`src/rtl/core/generation_stamped_hash_set_assert.svh`:
```
// assertion macros for the hash set rtl, included by the controller
`ifndef GENERATION_STAMPED_HASH_SET_ASSERT_SVH
`define GENERATION_STAMPED_HASH_SET_ASSERT_SVH

// same-cycle implication
`define GSHS_ASSERT_IMPLIES(label, clk, rst, ante, cons) \
   label: assert property (@(posedge clk) disable iff (rst) (ante) |-> (cons)) \
      else $error("gshs assertion failed");

// next-cycle implication
`define GSHS_ASSERT_NEXT(label, clk, rst, ante, cons) \
   label: assert property (@(posedge clk) disable iff (rst) (ante) |=> (cons)) \
      else $error("gshs assertion failed");

// invariant
`define GSHS_ASSERT_ALWAYS(label, clk, rst, cond) \
   label: assert property (@(posedge clk) disable iff (rst) (cond)) \
      else $error("gshs assertion failed");

`endif

```
`src/rtl/core/gshs_pkg.sv`:
```
`timescale 1ns / 1ps

package gshs_pkg;

   localparam int LOG_SLOTS  = 10;
   localparam int STAMP_BITS = 16;
   localparam int KEY_BITS   = 64;
   localparam int ENTRY_BITS = KEY_BITS + STAMP_BITS;

   localparam logic [63:0] HASH_ADD   = 64'h9e3779b97f4a7c15;
   localparam logic [63:0] HASH_MUL_A = 64'hbf58476d1ce4e5b9;
   localparam logic [63:0] HASH_MUL_B = 64'h94d049bb133111eb;

   typedef logic [LOG_SLOTS-1:0]  slot_type;
   typedef logic [STAMP_BITS-1:0] stamp_type;
   typedef logic [KEY_BITS-1:0]   key_type;
   typedef logic [ENTRY_BITS-1:0] entry_type;

   localparam slot_type SLOT_LAST = '1;

   typedef enum logic [1:0] {
      OUT_INSERTED = 2'd0,
      OUT_PRESENT  = 2'd1,
      OUT_FULL     = 2'd2,
      OUT_CLEARED  = 2'd3
   } outcome_type;

   localparam logic OP_TEST  = 1'b0;
   localparam logic OP_CLEAR = 1'b1;

   // table access from the probe controller
   typedef struct packed {
      logic      we;
      slot_type  waddr;
      entry_type wdata;
      slot_type  raddr;
   } mem_req_type;

endpackage

```
`src/rtl/core/gshs_hash.sv`:
```
`timescale 1ns / 1ps

module gshs_hash (
   input  logic               clock,
   input  logic               reset,
   input  logic               start,
   input  gshs_pkg::key_type  key,
   output logic               done,
   output gshs_pkg::slot_type home
);

   logic [4:0] valid_ff, valid_in;

   logic [63:0] a_ff, a_in;
   logic [63:0] lo1_ff, lo1_in;
   logic [31:0] xa1_ff, xa1_in, xb1_ff, xb1_in;
   logic [63:0] b_ff, b_in;
   logic [63:0] lo2_ff, lo2_in;
   logic [31:0] xa2_ff, xa2_in, xb2_ff, xb2_in;
   gshs_pkg::slot_type home_ff, home_in;

   logic [63:0] v0, m1, m2, h;

   always_comb begin
      // add and first xor-shift
      v0 = key + gshs_pkg::HASH_ADD;
      a_in = v0 ^ (v0 >> 30);

      // first multiply as 32x32 partial products, low 64 bits only
      lo1_in = a_ff[31:0] * gshs_pkg::HASH_MUL_A[31:0];
      xa1_in = a_ff[31:0] * gshs_pkg::HASH_MUL_A[63:32];
      xb1_in = a_ff[63:32] * gshs_pkg::HASH_MUL_A[31:0];

      m1 = lo1_ff + {xa1_ff + xb1_ff, 32'b0};
      b_in = m1 ^ (m1 >> 27);

      // second multiply
      lo2_in = b_ff[31:0] * gshs_pkg::HASH_MUL_B[31:0];
      xa2_in = b_ff[31:0] * gshs_pkg::HASH_MUL_B[63:32];
      xb2_in = b_ff[63:32] * gshs_pkg::HASH_MUL_B[31:0];

      m2 = lo2_ff + {xa2_ff + xb2_ff, 32'b0};
      h = m2 ^ (m2 >> 31);
      home_in = h[gshs_pkg::LOG_SLOTS-1:0];

      valid_in = {valid_ff[3:0], start};
   end

   always_ff @(posedge clock) begin
      if (reset) begin
         valid_ff <= '0;
      end else begin
         valid_ff <= valid_in;
      end
      a_ff    <= a_in;
      lo1_ff  <= lo1_in;
      xa1_ff  <= xa1_in;
      xb1_ff  <= xb1_in;
      b_ff    <= b_in;
      lo2_ff  <= lo2_in;
      xa2_ff  <= xa2_in;
      xb2_ff  <= xb2_in;
      home_ff <= home_in;
   end

   assign done = valid_ff[4];
   assign home = home_ff;

endmodule

```
`config.mk`:
```
export PLATFORM = sky130hd
export DESIGN_NAME = gshs_hash
export DESIGN_NICKNAME = d
export VERILOG_FILES = /design/src/rtl/core/generation_stamped_hash_set_assert.svh /design/src/rtl/core/gshs_pkg.sv /design/src/rtl/core/gshs_hash.sv
export SDC_FILE = /design/constraint.sdc
export NUM_CORES = 2
export LEC_CHECK = 0
export ABC_AREA = 1
export BUFFER_PORTS_ARGS = -buffer_cell sky130_fd_sc_hd__buf_2
export CAP_MARGIN = 10
export CORE_MARGIN = 3
export CORE_UTILIZATION = 47
export DETAILED_ROUTE_END_ITERATION = 8
export GPL_TIMING_DRIVEN = 0
export SYNTH_ARGS = -nofsm -noshare
export SYNTH_HDL_FRONTEND = slang
export SYNTH_SLANG_ARGS = --single-unit
```
`constraint.sdc`:
```
create_clock -name clock -period 18.9 [get_ports clock]
set_input_delay 1.89 -clock clock [delete_from_list [all_inputs] [get_ports clock]]
set_output_delay 1.89 -clock clock [all_outputs]
set_load 0.05 [all_outputs]
```
# [Yosys cells after proc, flatten, opt, wreduce, memory -nomap -nowiden]
# Index checks and enable logic that the tools add are counted.
[word_totals] in_bits=67 output_inout_bits=11 regBits=327 elab_cells=24
[op_classes] bitwise_logic=3 n_addsub=5 mul=6
[op_table] cell="$add A61 B64 Y64" count=1
[op_table] cell="$add A64 B64 Y64 const B" count=1
[op_table] cell="$xor A64 B34 Y64" count=1
[op_table] cell="$xor A64 B37 Y64" count=1
[op_table] cell="$mul A32 B29 Y61 const B" count=1
[op_table] cell="$add A41 B41 Y41" count=1
[op_table] cell="$mul A32 B29 Y41 const B" count=1
[op_table] cell="$add A32 B32 Y32" count=1
[op_table] cell="$mul A32 B29 Y32 const B" count=1
[op_table] cell="$mul A32 B29 Y9 const B" count=1
[op_table] cell="$mul A32 B32 Y32 const B" count=1
[op_table] cell="$mul A32 B32 Y9 const B" count=1
[op_table] cell="$xor A10 B10 Y10" count=1
[op_table] cell="$add A9 B9 Y9" count=1

# [Longest topological paths before layout]
[logic_depth] word_depth=3 depth_mapped=28 mapped_depth_nobuf=28

# [Least setup slack after synthesis]
# OpenSTA, ideal clock, no wires.
[synth_path] kind="register to register" start="register a_ff[5]" end="register lo1_ff[37]" setup_ps=112 arrival_ps=6107 setup_slack_ps=12681 required_time_ps=18788 synth_period_minus_slack_ps=6219 path_stages_with_launch=27 n_path_buf=0 path_cell_list="dfxtp_1 > inv_1 > fa_1 > inv_1 > fa_1 > inv_1 > fa_1 > fa_1 > fa_1 > fa_1 > inv_1 > fa_1 > inv_1 > fa_1 > inv_1 > ha_1 > nand2_1 > nor2_1 > inv_1 > nor2_1 > inv_1 > o21ai_0 > inv_1 > nand2_1 > nand2_1 > nand3_1 > nand2_1"
[synth_via] elab_chain_len=1
[synth_lines] element="from (decl)" line="gshs_hash.sv:14" rtl="logic [63:0] a_ff, a_in;"
[synth_lines] element="from (signal assigned)" line="gshs_hash.sv:55" rtl="a_ff <= a_in;"
[synth_lines] element="$mul A32 B29 Y61" line="gshs_hash.sv:30" rtl="lo1_in = a_ff[31:0] * gshs_pkg::HASH_MUL_A[31:0];"
[synth_lines] element="named net lo1_in[37]" line="gshs_hash.sv:15" rtl="logic [63:0] lo1_ff, lo1_in;"
[synth_lines] element="to (signal assigned)" line="gshs_hash.sv:56" rtl="lo1_ff <= lo1_in;"
[synth_lines] element="to (decl)" line="gshs_hash.sv:15"
# The timed path passes the listed nets, and every way through them passes these cells.
# A chain may end at the register's enable or synchronous reset.

# [Worst setup path in the final report]
[layout_path] start="register a_ff[1]" end="register lo1_ff[60]"
# Same word-level chain as after synthesis.

==> impl_metrics.csv <==
group,metric,value,unit
floorplan,die_w,374,um
synth,synthTopCellsByArea,"fa_1 (34%), ha_1 (21%), inv_1 (13%), dfxtp_1 (8.8%), nand2_1 (6.4%)",
global_route,grt-ovfl-total,0,
global_route,antenna_found_initial,7,
worst_setup_path,crit_type,"flip-flop to flip-flop",
sta,period_needed,8170,ps
worst_setup_path,r2r_end,"lo1_ff[60]$_DFF_P_",
sta,finalHoldViolCount,0,
worst_setup_path,r2r_slack,10730,ps
cts,cts_hold_buf,0,
worst_setup_path,path_cells,"ha_1 > ha_1 > inv_1 > fa_1 > inv_1 > fa_1 > inv_1 > fa_1 > fa_1 > inv_1 > fa_1 > inv_1 > fa_1 > inv_1 > ha_1 > a21oi_1 > o21ai_0 > a21oi_1 > nand3_1 > nand3b_1 > nand2_1 > nand2_1 > nand2_1",
synth,netlist_area,63500,um^2
detailed_routing,num_vias,48900,
synth,synth_warnings,0,
cts,cts_tree,"done",
global_route,grt_pass1_vias,51300,
worst_setup_path,reg2reg_from,"a_ff[1]$_DFF_P_",
worst_setup_path,critPathTopFamily,"adder cells",
worst_setup_path,crit_cells,23,
detailed_routing,avgRoutedWirePerCell,22.1,um
worst_setup_path,cp.required,19380,ps
cts,clk_latency,600,ps
sta,fin_skew,28.4,ps
worst_setup_path,slowest_stage,"dfxtp_1",
outcome,outcome,"completed",
floorplan,dieArea,140000,um^2
detailed_routing,avgViaCountPerCell,5.20,
cells_and_area,layout_commonest_cell,"inv_1",
synth,ys_ff_latch,278,
placed_design,port_buffers,76,
hold_path,hold_path_class,"flip-flop to flip-flop",
synth,synth_top_area_frac,0.343,
synth,ys_types,54,
detailed_routing,met3_length,14.9,mm
synth,yosys.area.top_type,"fa_1",
synth,netlist_instances,7502,
worst_setup_path,crit_path_end_kind,"flip-flop",
sta,finalSetupViolations,0,
sta,drv_slew,0,
run,drv_cap,0,
cts,cts_resized,0,
cts,cts_made_buffers,36,
floorplan,rows,134,
detailed_routing,route.met2.wl,95.0,mm
worst_setup_path,crit_buf_inv,6,
cells_and_area,nFillCells,13100,
cts,clock_sinks,278,
worst_setup_path,max_stage_delay,1190,ps
detailed_routing,met1_length,89.1,mm
synth,avgSynthCellArea,8.47,um^2
cts,postCtsSetupBuffers,0,
sta,worstMarginPinSlew,1350,ps
synth,ys_seq_area_frac,0.0876,
placed_design,place.gp.congestion,1.05,
global_route,grt_pass1_wl,316,mm
hold_path,hold_end,"valid_ff[4]$_SDFF_PP0_",
worst_setup_path,cp_max_fo,13,
global_route,grt_max_degree,18,
detailed_routing,routed.top_layer,"met5",
detailed_routing,ant_nets,0,
sta,max_freq,122,MHz
detailed_routing,drt_first_pass_iters,6,
worst_setup_path,cp.arrival,8660,ps
detailed_routing,drcViolationCount,0,
detailed_routing,wl,208,mm
cts,h-tree-depth,2,
detailed_routing,drt_iter0_drc,3316,
worst_setup_path,startpoint_type,"flip-flop",
cts,root_buffer,"clkbuf_16",
sta,rsz0062_at_grt,"no",
floorplan,die_h,374,um
sta,period_share,0.433,
global_route,grt_usage,0.303,
worst_setup_path,r2r_cells,23,
floorplan,initial_utilization,0.475,
cells_and_area,final_cell_mix,"inv_1 (2178), fa_1 (1087), nand2_1 (1084)",
hold_path,min_from,"valid_ff[3]$_SDFF_PP0_",
floorplan,ios,78,
cells_and_area,drive_gt1_frac,0.0294,
cells_and_area,fin_nets,9850,
sta,slew_headroom,0.0997,
cts,cts_buffer_depth,3,
synth,synth_nets,9735,
floorplan,core,134000,um^2
hold_path,min_delay_path_depth,2,
placed_design,place_hpwl,185,mm
sta,tns,0,ps
cells_and_area,area_delta_synth_final,6.14,%
cts,path_clk_slew,60,ps
[registers in the layout, summed over array words and instances (netlist names)]
signal and flops:
home 10, lo2_ff 17, xb1_ff 32, xa2_ff 9, valid_ff 5, xa1_ff 32
lo1_ff 59, xb2_ff 9, b_ff 41, a_ff 64
[cell usage after synthesis (all sizes together)]
| cell | n |
|---|---|
| o211a | 1 |
| o22ai | 2 |
| nand2 | 1104 |
| a31o | 2 |
| dfxtp | 278 |
| nand3b | 33 |
| o211ai | 10 |
| a31oi | 17 |
| nor2 | 413 |
| nor3b | 9 |
| or2 | 6 |
| fa | 1087 |
| and3 | 2 |
| nand4 | 53 |
| a211oi | 8 |
| and2 | 1 |
| a21oi | 286 |
| o221ai | 1 |
| nand2b | 1 |
| buf | 1 |
| a21boi | 12 |
| nor3 | 46 |
| nand3 | 261 |
| a21o | 27 |
| clkbuf | 1 |
| o21ai | 172 |
| nor4 | 22 |
| ha | 1079 |
| xor2 | 216 |
| inv | 2189 |
| xnor3 | 2 |
| o2111ai | 2 |
| xnor2 | 114 |
| o21a | 6 |
| o21bai | 36 |
| a22oi | 1 |
| a221oi | 1 |
[worst min-delay path: stages, from the launching register on]
cell     delay (ps)
dfxtp_1         290
inv_1            40
nor2_1           30
[layout make-up]
cell class                 instances  area [um^2]  share of cell area
timing repair buffer              77          408             0.00605
multi-input combinational       5033        49700               0.738
inverter                        2189         8220               0.122
buffer                             2         12.5            0.000186
clock buffer                      43          957              0.0142
sequential                       278         5570              0.0826
antenna                            2         5.00           0.0000742
tap                             1768         2210              0.0328
clock inverter                    22          315             0.00468
[per-layer routing]
metal  up-vias  GRT usage
li1      23000          -
met1     24000      0.404
met2      1637      0.497
met3       329     0.0551
met4         2      0.104
met5         -          0
[through the flow]
stage               area [um^2]  worst slack [ps]  hold WS (ps)  utilization  cells
finish                    67400             10730           402        0.504   9414
detailed placement        66100             10990           397        0.494   9346
global placement          66100             10750           390        0.494   9346
CTS                       67400             10970           405        0.504   9411
global route              67400             10630           424        0.504   9412
floorplan                 63500             12680           388            -   7502
[how the worst max path moves through the flow]
stage                               to  slack, ps            start
detailed placement  lo1_ff[42]$_DFF_P_      10990  a_ff[5]$_DFF_P_
global route        lo1_ff[60]$_DFF_P_      10630  a_ff[5]$_DFF_P_
global placement    lo1_ff[60]$_DFF_P_      10750  a_ff[0]$_DFF_P_
finish              lo1_ff[60]$_DFF_P_      10730  a_ff[1]$_DFF_P_
CTS                 lo1_ff[60]$_DFF_P_      10970  a_ff[1]$_DFF_P_
floorplan           lo1_ff[37]$_DFF_P_      12680  a_ff[5]$_DFF_P_
[cell families after synthesis]
logic type	after synthesis	synth area share
buffers and inverters	2191	0.130
XOR/XNOR	332	0.0463
adder cells (fa/ha/maj)	2166	0.555
flip-flops	278	0.0876
AO/OA/AOI/OAI	584	0.0512
AND/OR/NAND/NOR	1951	0.130
Power is not shown: default switching activity piles up to over one toggle a cycle in this logic, so the estimate is an artifact.
