File: config.mk
export PLATFORM = sky130hd
export DESIGN_NAME = gshs_ctrl_flat
export DESIGN_NICKNAME = d
export VERILOG_FILES = /design/src/rtl/core/gshs_pkg.sv /design/src/rtl/core/gshs_req_if.sv /design/src/rtl/core/gshs_rsp_if.sv /design/src/rtl/core/gshs_ctrl.sv /design/src/flat_wrapper.sv
export VERILOG_INCLUDE_DIRS = /design/src /design/src/rtl/core
export SDC_FILE = /design/constraint.sdc
export NUM_CORES = 1
export LEC_CHECK = 0
export ABC_AREA = 1
export BUFFER_PORTS_ARGS = -buffer_cell sky130_fd_sc_hd__buf_2
export CAP_MARGIN = 20
export CORE_MARGIN = 2
export CORE_UTILIZATION = 50
export DETAILED_ROUTE_END_ITERATION = 6
export HOLD_SLACK_MARGIN = 0.05
export PLACE_DENSITY_LB_ADDON = 0.2
export SYNTH_ARGS = -nofsm -noshare
export SYNTH_HDL_FRONTEND = slang
export SYNTH_SLANG_ARGS = --single-unit
File: constraint.sdc
create_clock -name clock -period 6.2 [get_ports clock]
set_clock_uncertainty 0.2 [all_clocks]
set_input_delay 0.93 -clock clock [delete_from_list [all_inputs] [get_ports clock]]
set_output_delay 0.93 -clock clock [all_outputs]
set_load 0.05 [all_outputs]
File: src/rtl/core/generation_stamped_hash_set_assert.svh
// assertion macros for the hash set rtl, included by the controller
`ifndef GENERATION_STAMPED_HASH_SET_ASSERT_SVH
`define GENERATION_STAMPED_HASH_SET_ASSERT_SVH

// same-cycle implication
`define GSHS_ASSERT_IMPLIES(label, clk, rst, ante, cons) \
   label: assert property (@(posedge clk) disable iff (rst) (ante) |-> (cons)) \
      else $error("gshs assertion failed");

// next-cycle implication
`define GSHS_ASSERT_NEXT(label, clk, rst, ante, cons) \
   label: assert property (@(posedge clk) disable iff (rst) (ante) |=> (cons)) \
      else $error("gshs assertion failed");

// invariant
`define GSHS_ASSERT_ALWAYS(label, clk, rst, cond) \
   label: assert property (@(posedge clk) disable iff (rst) (cond)) \
      else $error("gshs assertion failed");

`endif

File: src/rtl/core/gshs_pkg.sv
`timescale 1ns / 1ps

package gshs_pkg;

   localparam int LOG_SLOTS  = 10;
   localparam int STAMP_BITS = 16;
   localparam int KEY_BITS   = 64;
   localparam int ENTRY_BITS = KEY_BITS + STAMP_BITS;

   localparam logic [63:0] HASH_ADD   = 64'h9e3779b97f4a7c15;
   localparam logic [63:0] HASH_MUL_A = 64'hbf58476d1ce4e5b9;
   localparam logic [63:0] HASH_MUL_B = 64'h94d049bb133111eb;

   typedef logic [LOG_SLOTS-1:0]  slot_type;
   typedef logic [STAMP_BITS-1:0] stamp_type;
   typedef logic [KEY_BITS-1:0]   key_type;
   typedef logic [ENTRY_BITS-1:0] entry_type;

   localparam slot_type SLOT_LAST = '1;

   typedef enum logic [1:0] {
      OUT_INSERTED = 2'd0,
      OUT_PRESENT  = 2'd1,
      OUT_FULL     = 2'd2,
      OUT_CLEARED  = 2'd3
   } outcome_type;

   localparam logic OP_TEST  = 1'b0;
   localparam logic OP_CLEAR = 1'b1;

   // table access from the probe controller
   typedef struct packed {
      logic      we;
      slot_type  waddr;
      entry_type wdata;
      slot_type  raddr;
   } mem_req_type;

endpackage

File: src/rtl/core/gshs_req_if.sv
`timescale 1ns / 1ps

interface gshs_req_if;
   logic                           valid;
   logic                           ready;
   logic                           op;
   logic [gshs_pkg::KEY_BITS-1:0]  search_key;

   modport source (output valid, output op, output search_key, input ready);
   modport sink (input valid, input op, input search_key, output ready);
endinterface

File: src/rtl/core/gshs_rsp_if.sv
`timescale 1ns / 1ps

interface gshs_rsp_if;
   logic       valid;
   logic       ready;
   logic [1:0] outcome;

   modport source (output valid, output outcome, input ready);
   modport sink (input valid, input outcome, output ready);
endinterface

File: src/rtl/core/gshs_ctrl.sv
`timescale 1ns / 1ps

`include "generation_stamped_hash_set_assert.svh"

module gshs_ctrl (
   input  logic                  clock,
   input  logic                  reset,
   gshs_req_if.sink              req_chan,
   gshs_rsp_if.source            rsp_chan,
   output logic                  hash_start,
   input  logic                  hash_done,
   input  gshs_pkg::slot_type    hash_home,
   output gshs_pkg::mem_req_type mem_req,
   input  gshs_pkg::entry_type   mem_rdata
);

   typedef enum logic [4:0] {
      ST_IDLE    = 5'b00001,
      ST_HASH    = 5'b00010,
      ST_COMPARE = 5'b00100,
      ST_WIPE    = 5'b01000,
      ST_DONE    = 5'b10000
   } state_type;

   state_type              state_ff, state_in;
   gshs_pkg::stamp_type    gen_ff, gen_in;
   gshs_pkg::key_type      key_ff, key_in;
   gshs_pkg::slot_type     home_ff, home_in;
   gshs_pkg::slot_type     pos_ff, pos_in;
   gshs_pkg::slot_type     wipe_cnt_ff, wipe_cnt_in;
   logic                   wipe_report_ff, wipe_report_in;
   gshs_pkg::outcome_type  res_ff, res_in;
   logic                   rsp_valid_ff, rsp_valid_in;
   gshs_pkg::outcome_type  outcome_ff, outcome_in;

   logic                   req_fire;
   logic                   out_free;
   logic                   finish;
   logic                   out_load;
   gshs_pkg::outcome_type  fin_code;
   gshs_pkg::stamp_type    gen_next;
   gshs_pkg::stamp_type    rd_stamp;
   gshs_pkg::key_type      rd_key;
   gshs_pkg::slot_type     pos_next;

   assign req_fire = req_chan.valid && req_chan.ready;
   assign out_free = !rsp_valid_ff || rsp_chan.ready;
   assign gen_next = gen_ff + gshs_pkg::stamp_type'(1);
   assign pos_next = pos_ff + gshs_pkg::slot_type'(1);
   assign rd_stamp = mem_rdata[gshs_pkg::STAMP_BITS-1:0];
   assign rd_key   = mem_rdata[gshs_pkg::ENTRY_BITS-1:gshs_pkg::STAMP_BITS];

   always_comb begin
      state_in       = state_ff;
      gen_in         = gen_ff;
      key_in         = key_ff;
      home_in        = home_ff;
      pos_in         = pos_ff;
      wipe_cnt_in    = wipe_cnt_ff;
      wipe_report_in = wipe_report_ff;
      res_in         = res_ff;
      hash_start     = 1'b0;
      finish         = 1'b0;
      fin_code       = res_ff;
      mem_req.we     = 1'b0;
      mem_req.waddr  = pos_ff;
      mem_req.wdata  = {key_ff, gen_ff};
      mem_req.raddr  = pos_ff;

      case (state_ff)
         ST_IDLE: begin
            if (req_fire) begin
               if (req_chan.op == gshs_pkg::OP_CLEAR) begin
                  if (gen_next == '0) begin
                     // generation wrap: sweep all stamps back to zero
                     gen_in         = gshs_pkg::stamp_type'(1);
                     wipe_cnt_in    = '0;
                     wipe_report_in = 1'b1;
                     state_in       = ST_WIPE;
                  end else begin
                     gen_in   = gen_next;
                     res_in   = gshs_pkg::OUT_CLEARED;
                     state_in = ST_DONE;
                  end
               end else begin
                  key_in     = req_chan.search_key;
                  hash_start = 1'b1;
                  state_in   = ST_HASH;
               end
            end
         end
         ST_HASH: begin
            if (hash_done) begin
               home_in       = hash_home;
               pos_in        = hash_home;
               mem_req.raddr = hash_home;
               state_in      = ST_COMPARE;
            end
         end
         ST_COMPARE: begin
            if (rd_stamp != gen_ff) begin
               mem_req.we = 1'b1;
               finish     = 1'b1;
               fin_code   = gshs_pkg::OUT_INSERTED;
            end else if (rd_key == key_ff) begin
               finish   = 1'b1;
               fin_code = gshs_pkg::OUT_PRESENT;
            end else if (pos_next == home_ff) begin
               finish   = 1'b1;
               fin_code = gshs_pkg::OUT_FULL;
            end else begin
               pos_in        = pos_next;
               mem_req.raddr = pos_next;
            end
         end
         ST_WIPE: begin
            mem_req.we    = 1'b1;
            mem_req.waddr = wipe_cnt_ff;
            mem_req.wdata = '0;
            wipe_cnt_in   = wipe_cnt_ff + gshs_pkg::slot_type'(1);
            if (wipe_cnt_ff == gshs_pkg::SLOT_LAST) begin
               if (wipe_report_ff) begin
                  finish   = 1'b1;
                  fin_code = gshs_pkg::OUT_CLEARED;
               end else begin
                  state_in = ST_IDLE;
               end
            end
         end
         ST_DONE: begin
            finish = 1'b1;
         end
         default: begin
            state_in = ST_IDLE;
         end
      endcase

      out_load = finish && out_free;
      if (finish) begin
         res_in   = fin_code;
         state_in = out_free ? ST_IDLE : ST_DONE;
      end

      rsp_valid_in = rsp_valid_ff;
      outcome_in   = outcome_ff;
      if (out_load) begin
         rsp_valid_in = 1'b1;
         outcome_in   = fin_code;
      end else if (rsp_chan.ready) begin
         rsp_valid_in = 1'b0;
      end
   end

   always_ff @(posedge clock) begin
      if (reset) begin
         state_ff       <= ST_WIPE;
         gen_ff         <= gshs_pkg::stamp_type'(1);
         wipe_cnt_ff    <= '0;
         wipe_report_ff <= 1'b0;
         rsp_valid_ff   <= 1'b0;
      end else begin
         state_ff       <= state_in;
         gen_ff         <= gen_in;
         wipe_cnt_ff    <= wipe_cnt_in;
         wipe_report_ff <= wipe_report_in;
         rsp_valid_ff   <= rsp_valid_in;
      end
      key_ff     <= key_in;
      home_ff    <= home_in;
      pos_ff     <= pos_in;
      res_ff     <= res_in;
      outcome_ff <= outcome_in;
   end

   assign req_chan.ready   = (state_ff == ST_IDLE);
   assign rsp_chan.valid   = rsp_valid_ff;
   assign rsp_chan.outcome = outcome_ff;

   `GSHS_ASSERT_ALWAYS(gen_nonzero_a, clock, reset, gen_ff != '0)
   `GSHS_ASSERT_IMPLIES(hash_in_hash_state_a, clock, reset, hash_done, state_ff == ST_HASH)
   `GSHS_ASSERT_IMPLIES(write_state_a, clock, reset, mem_req.we,
      (state_ff == ST_COMPARE) || (state_ff == ST_WIPE))
   `GSHS_ASSERT_NEXT(wrap_wipes_a, clock, reset,
      req_fire && (req_chan.op == gshs_pkg::OP_CLEAR) && (gen_ff == '1),
      (state_ff == ST_WIPE) && (gen_ff == gshs_pkg::stamp_type'(1)))

endmodule

File: src/flat_wrapper.sv
// flat-port wrapper written by rule: the top's interface ports become plain ports
module gshs_ctrl_flat 
  (clock, reset, hash_start, hash_done, hash_home, mem_req, mem_rdata, req_chan_valid, req_chan_op, req_chan_search_key, req_chan_ready, rsp_chan_valid, rsp_chan_outcome, rsp_chan_ready);
  gshs_req_if req_chan_i ();
  gshs_rsp_if rsp_chan_i ();
  input  logic clock;
  input  logic reset;
  output logic hash_start;
  input  logic hash_done;
  input  gshs_pkg::slot_type hash_home;
  output gshs_pkg::mem_req_type mem_req;
  input  gshs_pkg::entry_type mem_rdata;
  input wire logic [$bits(req_chan_i.valid)-1:0] req_chan_valid;
  input wire logic [$bits(req_chan_i.op)-1:0] req_chan_op;
  input wire logic [$bits(req_chan_i.search_key)-1:0] req_chan_search_key;
  output wire logic [$bits(req_chan_i.ready)-1:0] req_chan_ready;
  output wire logic [$bits(rsp_chan_i.valid)-1:0] rsp_chan_valid;
  output wire logic [$bits(rsp_chan_i.outcome)-1:0] rsp_chan_outcome;
  input wire logic [$bits(rsp_chan_i.ready)-1:0] rsp_chan_ready;
  assign req_chan_i.valid = req_chan_valid;
  assign req_chan_i.op = req_chan_op;
  assign req_chan_i.search_key = req_chan_search_key;
  assign req_chan_ready = req_chan_i.ready;
  assign rsp_chan_valid = rsp_chan_i.valid;
  assign rsp_chan_outcome = rsp_chan_i.outcome;
  assign rsp_chan_i.ready = rsp_chan_ready;
  gshs_ctrl u_core (.clock(clock), .reset(reset), .req_chan(req_chan_i), .rsp_chan(rsp_chan_i), .hash_start(hash_start), .hash_done(hash_done), .hash_home(hash_home), .mem_req(mem_req), .mem_rdata(mem_rdata));
endmodule
## After elaboration in Yosys (flattened, before gate mapping)

Cells that the tools add are included.

- Output and inout bits: 106
- Register bits after elaboration: 121
- Logic and storage cells: 94
- Input bits: 160

- Reduce and logical (&&, ||, !) cells: 18
- Muxes and demuxes: 44
- Add/sub/neg operators: 3
- Bitwise gates (word level): 1
- Equal/unequal tests: 18

Operators by type and width:

| operator | count |
|---|---|
| two-way mux 90 bit | 1 |
| two-way mux 10 bit | 7 |
| == test 64 bit | 1 |
| two-way mux 5 bit | 8 |
| case mux 10 bit (2 select lines) | 2 |
| adder 10 x 1 -> 10 bit, second input constant | 2 |
| two-way mux 2 bit | 10 |
| case mux 5 bit (4 select lines) | 1 |
| adder 16 x 1 -> 16 bit, second input constant | 1 |
| zero test 16 bit | 1 |
| two-way mux 16 bit | 1 |
| inequality test 16 bit | 1 |
| AND reduction 4 bit | 3 |
| two-way mux 1 bit | 11 |
| == test 10 bit | 1 |
| == test 10 bit, second input constant | 1 |
| nonzero test 2 bit | 5 |
| inequality test 2 bit, second input constant | 3 |
| inequality test 3 bit, second input constant | 2 |
| AND reduction 3 bit | 2 |
| == test 5 x 1 -> 1 bit, second input constant | 1 |
| == test 5 x 2 -> 1 bit, second input constant | 1 |
| == test 5 x 3 -> 1 bit, second input constant | 1 |
| == test 5 x 4 -> 1 bit, second input constant | 1 |
| 14 further kinds | 16 |

## Depth between registers and ports, before layout

Gate-level depths: netlist (run 1).

- Word-level depth: 8
- Depth in mapped cells: 18
- Mapped depth without buffers: 18

## Worst setup path before layout (run 1)

Ideal clock, no wire load.

- Path type: register to output
- From: register u_core.state_ff[0]
- To: output port hash_start
- Stages on the path, launching flop included: 7
- Buffers on the path: 0
- Path slack: 7 ps
- Arrival: 5,063 ps
- Data required time: 5,070 ps
- Cells stage by stage: dfxtp_1 > inv_1 > nor4_2 > inv_1 > nor2_1 > inv_1 > nor2_1

- Longest elaborated chain between the ends: 4

RTL lines:

| what | RTL line | text |
|---|---|---|
| from (decl) | gshs_ctrl.sv:25 | `state_type state_ff, state_in;` |
| from (signal assigned) | gshs_ctrl.sv:162 | `state_ff <= state_in;` |
| == test 5 x 1 -> 1 bit (*) | gshs_ctrl.sv:175 | `assign req_chan.ready = (state_ff == ST_IDLE);` |
| via req_chan_ready | flat_wrapper.sv:16 | `output wire logic [$bits(req_chan_i.ready)-1:0] req_chan_ready;` |
| logical AND 1 bit | gshs_ctrl.sv:46 | `assign req_fire = req_chan.valid && req_chan.ready;` |
| two-way mux 1 bit | gshs_ctrl.sv:72 | `if (req_fire) begin` |
| two-way mux 1 bit (*) | gshs_ctrl.sv:70 | `case (state_ff)` |
| to (decl) | flat_wrapper.sv:8 | `output logic hash_start;` |

The timed path passes the listed nets; every way through them passes the cells marked *.

==> results of run 1 <==
[power by group]
part           internal, mW  switching (mW)  total, mW  leakage (nW)
Sequential            0.870          0.0152      0.885          1.04
Clock                 0.667           0.343       1.01         0.293
Combinational         0.169           0.553      0.722          3.16
[how the worst max path moves through the flow]
stage / end / cells past startpoint
6_report: mem_req[9] / 12
5_1_grt: mem_req[0] / 14
4_1_cts: mem_req[0] / 15
3_5_place_dp: mem_req[0] / 15
3_3_place_gp: mem_req[0] / 15
2_1_floorplan: hash_start / 6
[through the flow]
stage	cell area, sq um	hold slack, ns	power (mW)
5_1_grt	9220	0.304	2.72
6_report	9220	0.286	2.62
3_3_place_gp	8600	0.274	1.62
2_1_floorplan	7130	0.257	1.43
4_1_cts	9210	0.284	2.64
3_5_place_dp	8600	0.274	1.62
[final cells by class]
cell class	instances	share of cell area (%)
multi-input combinational	626	34.6
clock buffer	18	4.66
timing repair buffer	270	14.8
antenna	3	0.0815
tap	180	2.44
clock inverter	14	1.96
inverter	165	6.73
sequential	121	34.8
[layout by cell type (no fill, tap or decap), drive strengths merged, types with 5 or more instances in the layout]
cell type / count
a21oi: 30
a22oi: 8
buf: 270
clkbuf: 18
clkinv: 9
dfxtp: 43
edfxtp: 78
inv: 163
nand2: 236
nand3: 61
nand4: 7
nor2: 152
nor3: 15
o211ai: 5
o21ai: 23
xnor2: 57
xor2: 16
[worst register-to-register path, cell delays in order (launching register included)]
cell	delay, ns
dfxtp_1	0.46
ha_1	0.26
nand2_1	0.12
nor2_2	0.19
inv_1	0.07
nor2_2	0.12
xor2_1	0.09
nand3b_1	0.19
nor3_1	0.27
nand3_2	0.33
nand3_1	0.19
a21oi_1	0.08
[routing by layer]
layer  wire, microns  vias to the layer above
met5               0                        -
met4             565                        0
met3            1320                       37
met2            9680                      262
met1            8150                     3048
li1                -                     3450
[state kept, by name, indices dropped and copies added (netlist names)]
register,cells
u_core.key_ff,64
u_core.gen_ff,16
u_core.home_ff,10
u_core.pos_ff,10
u_core.wipe_cnt_ff,10
u_core.state_ff,5
u_core.res_ff,2
u_core.rsp_chan.outcome,2
u_core.rsp_chan.valid,1
u_core.wipe_report_ff,1
[logic make-up (layout without fill, tap and decap cells)]
family,count (synthesis),after routing
AO/OA/AOI/OAI,69,69
XOR/XNOR,73,73
adder cells (fa/ha/maj),3,3
buffers and inverters,192,467
flip-flops,121,121
other,0,3
AND/OR/NAND/NOR,481,481
==> results.ini, run 1 <==
[logic_synthesis]
synthMuxAreaShare_pct=0
ys_top_cells_by_area=edfxtp_1 33%, dfxtp_1 12%, nand2_1 12%, inv_1 8.5%, nor2_1 7.6%
synth_most_common_cell=nand2_1
syn_nets=1102
async_flop_share_pct=0
synth-adder-area-share_pct=0.527
synth-seq-area-share_pct=44.9
synth_top_family_by_area=simple AND/OR/NAND/NOR gates
synthCells=939
synth-compound-area-share_pct=5.51
synth_top_cell_area_share_pct=32.9
synth_top_cells_by_count=228 x nand2_1, 161 x inv_1, 144 x nor2_1
synth.cell_area_sq_um=7130
synth-simple-area-share_pct=29.6
synth-edff-count=78
yosysWarnings=0
synth-main-ff-cell=edfxtp_1
syn_avg_cell_area_sq_um=7.59
ys_seq_elements=121
yosysTopAreaCell=edfxtp_1
ys_types=42
synth_xor_xnor_area_share_pct=8.97

[min_path]
holdPathEnd=u_core.wipe_cnt_ff[6]$_SDFFE_PP0P_
min-delay-start=u_core.wipe_cnt_ff[6]$_SDFFE_PP0P_
holdCritPathClass=reg -> reg
hold_depth=2

[setup_path]
path_class=reg -> out
r2r-end=u_core.wipe_cnt_ff[5]$_SDFFE_PP0P_
slowest_stage=nor2_1
rr_worst_depth=11
worst_ep_arrival_time_ns=2.98
cp_slowest_stage_delay_ns=0.72
cp_num_buf_inv=4
start_kind=flop
cp-end-kind=output pin
startpoint=u_core.state_ff[2]$_SDFFE_PP0P_
reg2reg_from=u_core.gen_ff[0]$_SDFFE_PP1P_
cp.required_ns=5.07
cpMostUsedCell=nor2_1
path_delay_family=simple AND/OR/NAND/NOR gates
path_cells=nor2_1 -> inv_1 -> nor2_1 -> nand3_1 -> nor2_1 -> inv_1 -> nand4_1 -> nor3_2 -> buf_4 -> a22oi_1 -> nand3_1 -> buf_2
crit_path_max_fanout=20
r2r_slack_ns=3.48

[power]
p_per_area_nw_per_um2=284
peakVddDrop_mv=0.196
p_leak_nw=4.49

[clock_network]
clkLatencyLatePin_ns=0.41
post-cts-setup-buffers=0
root_buffer=clkbuf_16
htreeDepth=4
cts_made_buffers=17
cts_buffer_depth=2
cts_tree=built
cts_sinks=121
clkTransAtPathRegs_ns=0.05
cts_resized=0
hold_buffers=0

[timing]
worst_pin_slew_ns=0.956
slew_headroom_pct=36.0
hold_viol_final=0
setup_viol=0
setup_slack_ns=2.09
slew_viol_final=0
rsz0062_at_grt=no
period_share_pct=66.2
fmax_ghz=0.244
period_needed_ns=4.11
tns_ns=0

[cells_and_area]
fin_util_pct=66.4
syn2layout_area_growth_pct=29.3
drive_gt1_share_pct=27.8
final_nets=1364
fill_cells=1190
regArea_sq_um=3200
multiInputGateArea_sq_um=3190
instances_no_fill=1397

[run_status]
status=completed

[global_routing]
grt_max_degree=69
first_global_vias=6246
grt_pass1_wl_mm=30.3
met2_usage_pct=44.3
antenna_found_initial=3
grtUsageMet3_pct=5.49
met1_usage_pct=31.9
overflow=0
grt_usage_pct=26.0
top_usage_layer=met2

[route]
wl_mm=19.7
antenna_left=0
drc=0
wire_per_inst_microns=14.1
drt_first_pass_iters=5
first_iter_violations=421
via_per_inst=4.87
vias=6797

[floorplanning]
ioPinCount=266
placementRows=43
core_sq_um=13900
die_y_microns=123
dieArea_sq_um=15200
die_w_microns=123
initial_core_util_pct=51.4

[place]
place_hpwl_mm=15.1
gp_congestion=0.853
dp_slack_ns=2.07
io_buffers=265
dp_cells=1362

[run]
maxCapViolCount=0

Note: power is estimated with default switching activity, not from simulation.
==> run 2, diff against run 1 <==
- CORE_UTILIZATION: 50 -> 45
- clock period: 6.2 -> 3.3 ns (I/O delays scaled with it)
==> run 2 against run 1 <==
Net effect: non-clock buffer count increased by 119; die area is 11% higher; first-iteration DRC count rose by 29%.
==> results.ini, run 2 (same netlist as run 1, synthesis figures left out) <==
[cells_and_area]
syn2layout_area_growth_pct=48.7
largest-register=u_core.key_ff
fill_cells=1309  ; +10%
reg_top3=u_core.key_ff x64, u_core.gen_ff x16
final_common_cell=buf_2
drive_gt1_share_pct=33.5  ; +5.8 points
largest_reg_flops=64  ; unchanged
final_cell_mix=255 x buf_2, 221 x nand2_1, 157 x inv_1
final_nets=1483  ; +8.7%
fin_util_pct=67.7  ; +1.3 points

[route]
drt_first_pass_iters=5  ; unchanged
drc=0  ; unchanged
highest_layer=met4
wire_per_inst_microns=14.6  ; +3.7%
vias=7387  ; +8.7%
via_per_inst=4.77  ; -2.0%
wl_met3_mm=1.61  ; +22%
wl_mm=22.7  ; +15%
antenna_left=0  ; unchanged
first_iter_violations=543  ; +29%
wl_met2_mm=11.2  ; +16%
wl_met1_mm=9.21  ; +13%

[setup_path]
cp_slowest_stage_delay_ns=0.35  ; -0.37 ns
r2r_slack_ns=0.07  ; -3.41 ns
crit_path_max_fanout=5  ; -75%
path_class=reg -> out
slowest_stage=dfxtp_2
rr_worst_depth=22  ; +11
path_cells=ha_4 -> nand2_4 -> inv_4 -> nand2_4 -> nor2_4 -> inv_2 -> nor2_4 -> nand2_2 -> nand2_2 -> nand4_1 -> nor3_4 -> buf_12 -> buf_12 -> a22oi_1 -> nand3_1 -> buf_6
start_kind=flop
cp-end-kind=output pin
cp.required_ns=2.60  ; -2.47 ns
worst_ep_arrival_time_ns=2.58  ; -0.40 ns

[floorplanning]
core_sq_um=15700  ; +13%
die_y_microns=130  ; +5.2%
dieArea_sq_um=16900  ; +11%
placementRows=46  ; +7.0%
die_w_microns=130  ; +5.2%
initial_core_util_pct=45.5  ; -5.8 points
ioPinCount=266  ; unchanged

[timing]
hold_ws_ns=0.0637  ; -0.222 ns
hold_viol_final=0  ; unchanged
period_share_pct=99.4
worst_pin_slew_ns=0.937  ; -0.0190 ns
setup_viol=0  ; unchanged
rsz0062_at_grt=yes
fmax_ghz=0.305
slew_viol_final=0  ; unchanged
slew_headroom_pct=37.3  ; +1.3 points
period_needed_ns=3.28

[global_routing]
overflow=0  ; unchanged
grt_max_degree=69  ; unchanged
grt_pass1_wl_mm=33.8  ; +11%
grt_usage_pct=25.9  ; -0.13 points
first_global_vias=6908  ; +11%
antenna_found_initial=1  ; -2

[run_status]
status=completed

[place]
place_hpwl_mm=15.6  ; +3.3%
gp_congestion=0.915  ; +7.2%
io_buffers=265  ; unchanged

[clock_network]
cts_buffer_depth=2  ; unchanged
cts_sinks=121  ; unchanged
clkTransAtPathRegs_ns=0.05  ; about the same
htreeDepth=4  ; unchanged
root_buffer=clkbuf_16
cts_made_buffers=17  ; unchanged
cts_tree=built
clkLatencyLatePin_ns=0.42  ; about the same

[power]
p_per_area_nw_per_um2=473  ; +66%
peakVddDrop_mv=0.350  ; +79%
p_leak_nw=5.12  ; +14%

[run]
maxCapViolCount=0  ; unchanged

[min_path]
holdCritPathClass=in -> reg
hold_depth=1  ; -1

run 2: changes by cell type in the layout (fill, tap and decap cells not counted), moves of 12 or more:
cell / previous run / this run
buf_4: 5 / 65
dfxtp_1: 43 / 30
dfxtp_2: 0 / 12
dlygate4sd3_1: 0 / 53
run 2: layout make-up:
| type | instances | area [sq um] | share of cell area [%] |
|---|---|---|---|
| antenna | 1 | 2.50 | 0.0236 |
| clock buffer | 23 | 489 | 4.62 |
| clock inverter | 9 | 93.8 | 0.885 |
| inverter | 165 | 624 | 5.89 |
| multi-input combinational | 626 | 3340 | 31.6 |
| sequential | 121 | 3220 | 30.4 |
| tap | 216 | 270 | 2.55 |
| timing repair buffer | 389 | 2550 | 24.1 |
run 2: critical path, delay by kind of cell, from the launching register on:
kind	cells	cell delay [ns]
fa+ha+maj	1	0.16
flops	1	0.35
simple gates	9	1.01
buf+inv	5	0.59
compound gates	1	0.06
run 2: stage by stage:
stage               area, sq um  setup slack (ns)  TNS, ns  power, mW  instances
global placement           8760             0.306        0       3.06       1409
detailed placement         8760             0.298        0       3.07       1409
CTS                       10400           -0.0315   -0.119       5.00       1535
global route              10600            -0.186    -1.22       5.20       1550
finish                    10600            0.0204        0       5.01       1550
floorplan                  7150           0.00191        0       2.70        939
run 2: final timing paths:
| path | start | end |
|---|---|---|
| worst max-delay path | u_core.wipe_cnt_ff[0]$_SDFFE_PP0P_ | mem_req[7] |
| worst min-delay path | req_chan_search_key[43] | u_core.key_ff[43]$_DFFE_PP_ |
| worst max register to register | u_core.wipe_cnt_ff[0]$_SDFFE_PP0P_ | u_core.wipe_cnt_ff[4]$_SDFFE_PP0P_ |
| worst min register to register | u_core.wipe_cnt_ff[6]$_SDFFE_PP0P_ | u_core.wipe_cnt_ff[6]$_SDFFE_PP0P_ |
run 2: where the power goes:
part,switching (mW),leakage (nW),internal [mW],total [mW]
clock,0.663,0.291,1.19,1.85
combinational,1.09,3.79,0.410,1.50
sequential,0.0275,1.04,1.64,1.66
total,1.78,5.12,3.23,5.01
run 2: metal layers:
layer / up-vias / track usage [%]
met3: 59 / 7.63
met1: 3356 / 30.2
met5: - / 0
li1: 3692 / -
met2: 280 / 44.5
met4: 0 / 11.1
run 2: what timing repair did:
item,4_1_cts,5_1_grt
setup endpoints to repair,10,12
pin swaps,11,25
hold endpoints to repair,51,2
cloned,2,1
hold buffers,51,2
buffers inserted,41,14
gates resized for setup,37,45
==> run 3, diff against run 2 <==
- CORE_MARGIN: 2 -> 8
- CORE_UTILIZATION: 45 -> 31
==> run 3 against run 2 <==
Net effect: the run now ends with DRC left; global-route usage is 9.1 points lower; cell count is 3.5% higher; die area is 67% higher; count of clock-buffer cells in the layout is 2 higher; utilization is 20 points lower; sequential share of layout area is 0.22 points lower; design area is 0.85% higher; first-iteration DRC count is 14% lower; via count is 3.7% lower; critical endpoint is now mem_req[6]; critical path type unchanged; sequential cell count stayed put.
==> results.ini, run 3 (same netlist as run 1, synthesis figures left out) <==
[global_routing]
grt_max_degree=91  ; +32%
grt_pass1_wl_mm=37.6  ; +11%
overflow=0  ; unchanged
grt_usage_pct=16.8  ; -9.1 points
met1_usage_pct=20.2  ; -10 points
grtUsageMet3_pct=4.23  ; -3.4 points
first_global_vias=7037  ; +1.9%
top_usage_layer=met2
met2_usage_pct=28.6  ; -16 points
antenna_found_initial=2  ; +1

[route]
antenna_left=0  ; unchanged
wl_mm=24.3  ; +7.0%
drc=3  ; +3
vias=7114  ; -3.7%
drt_first_pass_iters=7  ; +2
via_per_inst=4.43  ; -7.0%
first_iter_violations=467  ; -14%
wire_per_inst_microns=15.1  ; +3.3%

[setup_path]
r2r-end=u_core.state_ff[3]$_SDFFE_PP1P_
cp.required_ns=2.60  ; about the same
startpoint=u_core.key_ff[26]$_DFFE_PP_
r2r_slack_ns=0.21  ; +0.14 ns
reg2reg_from=u_core.wipe_cnt_ff[0]$_SDFFE_PP0P_
path_class=reg -> out
cp-end-kind=output pin
crit_path_max_fanout=8  ; +3
rr_worst_depth=25  ; +14%
worst_ep_arrival_time_ns=2.46  ; -0.12 ns
start_kind=flop

[cells_and_area]
final_cell_mix=255 x buf_2, 216 x nand2_1, 156 x inv_1
largest_reg_flops=64  ; unchanged
regArea_sq_um=3230  ; +0.12%
multiInputGateArea_sq_um=3400  ; +1.6%
final_common_cell=buf_2
drive_gt1_share_pct=33.0  ; -0.55 points
reg_top3=u_core.key_ff x64, u_core.gen_ff x16
final_nets=1469  ; -0.94%
largest-register=u_core.key_ff
fill_cells=2223  ; +70%
syn2layout_area_growth_pct=49.9

[floorplanning]
die_y_microns=168  ; +29%
die_w_microns=168  ; +29%
dieArea_sq_um=28100  ; +67%
placementRows=55  ; +20%
ioPinCount=266  ; unchanged
initial_core_util_pct=31.5  ; -14 points
core_sq_um=22600  ; +45%

[timing]
fmax_ghz=0.317  ; +3.9%
tns_ns=0  ; unchanged
setup_slack_ns=0.144  ; +0.123 ns
slew_viol_final=0  ; unchanged
slew_headroom_pct=65.0  ; +28 points
worst_pin_slew_ns=0.524  ; -0.412 ns
setup_viol=0  ; unchanged
hold_viol_final=0  ; unchanged
period_needed_ns=3.16  ; -0.123 ns
period_share_pct=95.6  ; -3.7 points

[run_status]
violations=DRC
status=finished, violations left

[power]
p_leak_nw=5.09  ; -0.62%
peakVddDrop_mv=0.285  ; -19%
totalPowerFinal_mw=5.28  ; +5.3%
p_per_area_nw_per_um2=494  ; +4.4%

[min_path]
holdPathEnd=u_core.key_ff[49]$_DFFE_PP_
holdCritPathClass=in -> reg
min-delay-start=req_chan_search_key[49]
hold_depth=1  ; unchanged

[clock_network]
root_buffer=clkbuf_16
cts_made_buffers=17  ; unchanged
clkLatencyLatePin_ns=0.41  ; about the same
cts_buffer_depth=2  ; unchanged
clkTransAtPathRegs_ns=0.06  ; about the same
cts_tree=built
cts_sinks=121  ; unchanged
htreeDepth=4  ; unchanged

[place]
io_buffers=265  ; unchanged
place_hpwl_mm=17.9  ; +15%
gp_congestion=0.894  ; -2.3%
dp_slack_ns=0.198  ; -0.100 ns

[run]
maxCapViolCount=0  ; unchanged

==> run 3: what timing repair did <==
| item | in CTS | in global routing |
|---|---|---|
| gates resized for setup | 55 | 45 |
| gates cloned | 3 | 0 |
| endpoints found under the setup margin | 10 | 11 |
| pin swaps | 14 | 18 |
| endpoints found under the hold margin | 59 | 0 |
| hold buffers | 59 | 0 |
| buffers inserted | 28 | 9 |
==> run 3: area by class of cell <==
cell class              count  share of cell area [%]
inverters                 165                    5.84
flip-flops and latches    121                    30.2
repair buffers            374                    22.9
clock buffers              25                    4.85
multi-input cells         627                    31.8
well taps                 285                    3.34
clock inverters             7                    1.04
diodes                      1                  0.0234
==> run 3: worst max path at each step <==
| stage | end | slack (ns) | cells past startpoint |
|---|---|---|---|
| 6_report | mem_req[6] | 0.14 | 14 |
| 5_1_grt | mem_req[5] | -0.02 | 16 |
| 4_1_cts | mem_req[0] | -0.05 | 16 |
| 3_5_place_dp | mem_req[6] | 0.20 | 15 |
| 3_3_place_gp | mem_req[6] | 0.21 | 15 |
| 2_1_floorplan | hash_start | 0.002 | 6 |
==> run 3: worst max-delay path, stage by stage (launching register included) <==
cell,delay [ns]
edfxtp_1,0.44
xnor2_1,0.18
nand2_1,0.10
nor2_1,0.11
nand2_1,0.06
nor2_2,0.17
nand2_2,0.10
nor2_4,0.15
nor2_4,0.06
nand2_4,0.10
buf_6,0.14
nand2_1,0.06
nand3_1,0.09
nand3_1,0.11
buf_6,0.17
==> run 3: report_power, final <==
| group | leakage [nW] | internal (mW) | switching, mW |
|---|---|---|---|
| Combinational | 3.74 | 0.480 | 1.13 |
| Sequential | 1.04 | 1.63 | 0.0260 |
| Clock | 0.305 | 1.32 | 0.691 |
| Total | 5.09 | 3.43 | 1.85 |
==> run 3: stage by stage <==
step | utilization (%) | instances | instance area (sq um) | hold WS [ns]
2_1_floorplan | - | 939 | 7150 | 0.257
3_3_place_gp | 39.2 | 1477 | 8870 | 0.268
3_5_place_dp | 39.2 | 1477 | 8870 | 0.278
4_1_cts | 46.6 | 1599 | 10600 | 0.0541
5_1_grt | 47.2 | 1605 | 10700 | 0.0612
6_report | 47.2 | 1605 | 10700 | 0.0730
==> run 3: layer usage <==
metal,vias up,share of wire [%]
li1,3672,-
met5,-,0.049
met4,2,1.7
met1,3181,43
met3,27,5.8
met2,232,49
